### config.mk
export PLATFORM = sky130hd
export DESIGN_NAME = rtt_global_table
export DESIGN_NICKNAME = d
export VERILOG_FILES = /design/src/refcounted_token_table_top_defines.svh /design/src/rtt_pkg.sv /design/src/rtt_global_table.sv
export SDC_FILE = /design/constraint.sdc
export NUM_CORES = 1
export LEC_CHECK = 0
export BUFFER_PORTS_ARGS = -buffer_cell sky130_fd_sc_hd__clkbuf_2
export CAP_MARGIN = 40
export CORE_MARGIN = 2
export CORE_UTILIZATION = 50
export DETAILED_ROUTE_END_ITERATION = 8
export HOLD_SLACK_MARGIN = 0.06
export PLACE_DENSITY = 0.67
export RECOVER_POWER = 25
export SYNTH_ARGS = -nofsm -noshare
export SYNTH_HDL_FRONTEND = slang
export SYNTH_SLANG_ARGS = --single-unit
### constraint.sdc
create_clock -name clk -period 2.4 [get_ports clk]
set_input_delay 0.36 -clock clk [delete_from_list [all_inputs] [get_ports clk]]
set_output_delay 0.36 -clock clk [all_outputs]
set_load 0.01 [all_outputs]
### src/refcounted_token_table_top_defines.svh
// assertion macros for the token table
`ifndef REFCOUNTED_TOKEN_TABLE_TOP_DEFINES_SVH
`define REFCOUNTED_TOKEN_TABLE_TOP_DEFINES_SVH
`ifndef ASSERT_OFF
`define RTT_ASSERT(label, prop) \
    label: assert property (@(posedge clk) disable iff (!rst_n) prop) else $error("rtt check");
`define RTT_ASSERT_RST(label, prop) \
    label: assert property (@(posedge clk) prop) else $error("rtt reset check");
`else
`define RTT_ASSERT(label, prop)
`define RTT_ASSERT_RST(label, prop)
`endif
`endif

### src/rtt_pkg.sv
package rtt_pkg;
    localparam int GLOBAL_SLOTS = 16;
    localparam int SLOTS_PER_PROC = 8;
    localparam int PROCS = 64;
    localparam int MAX_RESULTS = 8;
    localparam int GW = $clog2(GLOBAL_SLOTS);
    localparam int SW = (SLOTS_PER_PROC > 1) ? $clog2(SLOTS_PER_PROC) : 1;
    localparam int PW = (PROCS > 1) ? $clog2(PROCS) : 1;
    localparam int NW = (MAX_RESULTS > 1) ? $clog2(MAX_RESULTS) : 1;
    localparam int PDEPTH = PROCS * SLOTS_PER_PROC;
    localparam int AW = $clog2(PDEPTH);
    localparam logic [6:0] REFS_MAX = 7'd127;

    localparam logic [1:0] ACT_GET = 2'd0;
    localparam logic [1:0] ACT_DEL = 2'd1;
    localparam logic [1:0] ACT_DEL_ALL = 2'd2;
    localparam logic [1:0] ACT_CHECK = 2'd3;

    localparam logic [2:0] ST_OK = 3'd0;
    localparam logic [2:0] ST_BAD = 3'd1;
    localparam logic [2:0] ST_HELD = 3'd2;
    localparam logic [2:0] ST_PFULL = 3'd3;
    localparam logic [2:0] ST_GFULL = 3'd4;
    localparam logic [2:0] ST_NOTHELD = 3'd5;

    typedef struct packed {
        logic [2:0] status;
        logic [3:0] global_slot;
        logic [6:0] ref_count;
        logic       slot_created;
        logic       slot_freed;
        logic       held;
        logic       last;
    } result_t;
endpackage

### src/rtt_global_table.sv
// global tag table, read and written through a single index
module rtt_global_table
    import rtt_pkg::*;
(
    input  logic          clk,
    input  logic          rst_n,
    input  logic [GW-1:0] idx,
    output logic          vld,
    output logic [15:0]   tag,
    output logic [6:0]    refs,
    input  logic          wr,
    input  logic          wr_vld,
    input  logic [15:0]   wr_tag,
    input  logic [6:0]    wr_refs
);
    logic [GLOBAL_SLOTS-1:0] valid_reg;
    logic [15:0]             tag_reg [GLOBAL_SLOTS];
    logic [6:0]              refs_reg [GLOBAL_SLOTS];

    assign vld = valid_reg[idx];
    assign tag = tag_reg[idx];
    assign refs = refs_reg[idx];

    // entry write
    always_ff @(posedge clk or negedge rst_n)
    begin
        if (!rst_n)
        begin
            valid_reg <= '0;
            for (int i = 0; i < GLOBAL_SLOTS; i++)
                refs_reg[i] <= '0;
        end
        else if (wr)
        begin
            valid_reg[idx] <= wr_vld;
            refs_reg[idx] <= wr_refs;
        end
    end

    always_ff @(posedge clk)
    begin
        if (wr)
            tag_reg[idx] <= wr_tag;
    end
endmodule

==> out/results.ini <==
[floorplanning]
row_count=64
fp.dieArea_um2=32500
die_h_um=180
core_um2=30600
initial_core_util_pct=50.7
die_w_um=180
ios=55

[logic_synthesis]
netlist_area_um2=15500
ys_ff_latch=384
synth_top_cell_by_area=edfxtp_1
synthTopCellsByArea=edfxtp_1, dfrtp_1, mux4_2, mux2_2, a22oi_1
syn_nets=789
ys_types=29
yosys_warnings=0
ys_seq_area_share_pct=70.2
syn_avg_cell_area_um2=20.5
syn_inst=758
yosysTopAreaCellShare_pct=49.5

[timing]
slew_violations=0
clock_skew_ps=0
hold_slack_ps=260
min_period_ps=2330
fin_tns_setup_ps=0
min_period_over_period_pct=97.1
setup_ws_ps=70.1
fmax_ghz=0.429
setup_viol=0
relSlewSlack_pct=54.4
worst_slew_pin_slew_ps=684
hold_viol_final=0
rsz0062_at_grt=false

[routing]
drtIter0Drc=552
wl_per_cell_um=24.7
drt_wl_total_mm=31.8
ant_nets=0
first_pass_iters=5
vias=7620
drcViolationCount=0
via_per_inst=5.91

[critical_path]
cp_slowest_cell=mux4_2
cp.depth=4
worstPathCellList=mux4_2 -> a22oi_1 -> nand2_1 -> clkbuf_2
path_class=reg -> out
cp_max_fo=2
crit_family=multiplexers
reg2reg_depth=1
cp.arrival_ps=1970
cp-start-kind=flop
critPathMaxStageDelay_ps=480
critPathRequiredTime_ps=2040
end_kind=output port
worst-path-buf-inv=1

[clocking]
clock_latency_ps=520
clk_path_buf_depth=3
cts_buffers=40
clkSinkCount=384
cts-htree-levels=2
cts_root_buf=clkbuf_16
clkTransAtPathRegs_ps=60
cts_tree=done
cts_resized=0

[pwr]
fin_total_pwr_w=0.0161
p_int_w=0.0126
cellLeakagePower_nw=6.61
p_switching_w=0.00343
power.share.switching_pct=21.4
pwr_density_cell_nw_per_um2=883
seq_power_share_pct=49.5
clock_power_share_pct=40.6
peakVddDrop_mv=0.549
p_comb_share_pct=9.9

[final_layout]
nets=893
largest_register_ffs=256
utilization_pct=59.5
antenna_cells=0
synthToLayoutAreaGrowth_pct=17.2
num-fill-cells=2255
drive_gt1_share_pct=44.6

[placed_design]
gp_congestion=0.772
dpl.hpwl_mm=19.1
post-place-ws_ps=138
port_buffers=54

[global_routing]
grt_pass1_vias=8227
antenna_found_initial=0
grt_pass1_wl_mm=49.6
overflow=0
grt_max_degree=129
grt_usage_pct=20.1

[worst_hold_path]
hold_depth=1
min_path_type=in -> reg

[run_status]
status=finished, final reports clean

[run]
max_cap_violations=0

## power groups by stage
stage / clock network (W) / registers, W / logic (W)
floorplan: 0 / 0.00797 / 0.00113
global placement: 0 / 0.00802 / 0.00155
detailed placement: 0 / 0.00808 / 0.00161
CTS: 0.00665 / 0.00795 / 0.00162
global route: 0.00693 / 0.00801 / 0.00172
finish: 0.00652 / 0.00795 / 0.00158
## Yosys cell counts
cell type and count:
mux2_2 119, nand2b_4 1, nand2_1 25, nor2_2 3
nor2_1 1, a22oi_1 48, or4_4 1, nand2b_1 1
nor3_4 6, nand3_4 1, inv_1 3, nor2b_1 2
buf_2 20, nand2b_2 1, buf_6 3, nor4_4 1
and2_1 1, edfxtp_1 256, nand3b_1 2, mux2_1 1
nand3_1 1, nand2_4 1, nor2_4 3, buf_4 3
clkbuf_1 20, dfrtp_1 128, mux2_4 8, or3_1 2
mux4_2 96
## timing repair
action,in CTS,in global routing
hold endpoints to repair,128,0
buffers inserted,0,0
hold buffers,1,0
## per-stage QoR
stage,area (um^2),instances
2_1_floorplan,15500,758
3_3_place_gp,16800,1215
3_5_place_dp,16800,1215
4_1_cts,18200,1290
5_1_grt,18200,1290
6_report,18200,1290
## final cells by class
class	count	area [um^2]	share of cell area (%)
clock inverters	22	320	1.76
well taps	396	495	2.72
multi-input cells	325	4410	24.2
clock buffers	52	1080	5.92
inverters	3	11.3	0.0619
flip-flops and latches	384	10900	59.9
repair buffers	108	986	5.42
## cell usage in the layout, fill, tap and decap left out, types with 2 or more instances in the layout
cell type | Yosys | final
dfrtp_1 | 128 | 128
nor2_4 | 3 | 6
buf_12 | 0 | 25
nand2_1 | 25 | 25
clkbuf_16 | 0 | 41
clkbuf_1 | 20 | 23
clkinv_2 | 0 | 6
clkinv_1 | 0 | 3
mux2_2 | 119 | 119
a22oi_1 | 48 | 48
clkinvlp_4 | 0 | 2
edfxtp_1 | 256 | 256
inv_6 | 0 | 2
nor3_4 | 6 | 6
buf_4 | 3 | 30
bufinv_16 | 0 | 8
clkbuf_2 | 0 | 38
nand3b_1 | 2 | 2
or3_1 | 2 | 2
mux4_2 | 96 | 96
nor2b_2 | 0 | 2
mux2_4 | 8 | 8
inv_1 | 3 | 3
## layer usage
layer / vias to the layer above / part of all wire, % / global-route usage, %
met3: 52 / 4.4 / 3.21
li1: 3295 / - / -
met2: 166 / 52 / 34.5
met4: 0 / 2.1 / 5.42
met1: 4107 / 42 / 26.8
met5: - / 0 / 0
## cells by family (layout without fill, tap and decap cells)
logic type	count (synthesis)	in the layout	synth area share, %
muxes	224	224	23.4
AOI/OAI and AO/OA	48	48	2.32
and+or+nand+nor	53	53	2.51
buffers and inverters	49	185	1.56
DFF	384	384	70.2
## final timing paths
kind / slack (ps) / from / to
worst max-delay path: 70 / refs_reg[33] / refs[5]
worst min-delay path: 260 / wr_tag[2] / tag_reg[8][2]
worst max register to register: 1630 / refs_reg[73] / refs_reg[73]
worst min register to register: 490 / refs_reg[34] / refs_reg[34]
max in group asynchronous: 1420 / rst_n / valid_reg[15]
min in group asynchronous: 450 / rst_n / refs_reg[86]
(Power assumes the default switching activity.)
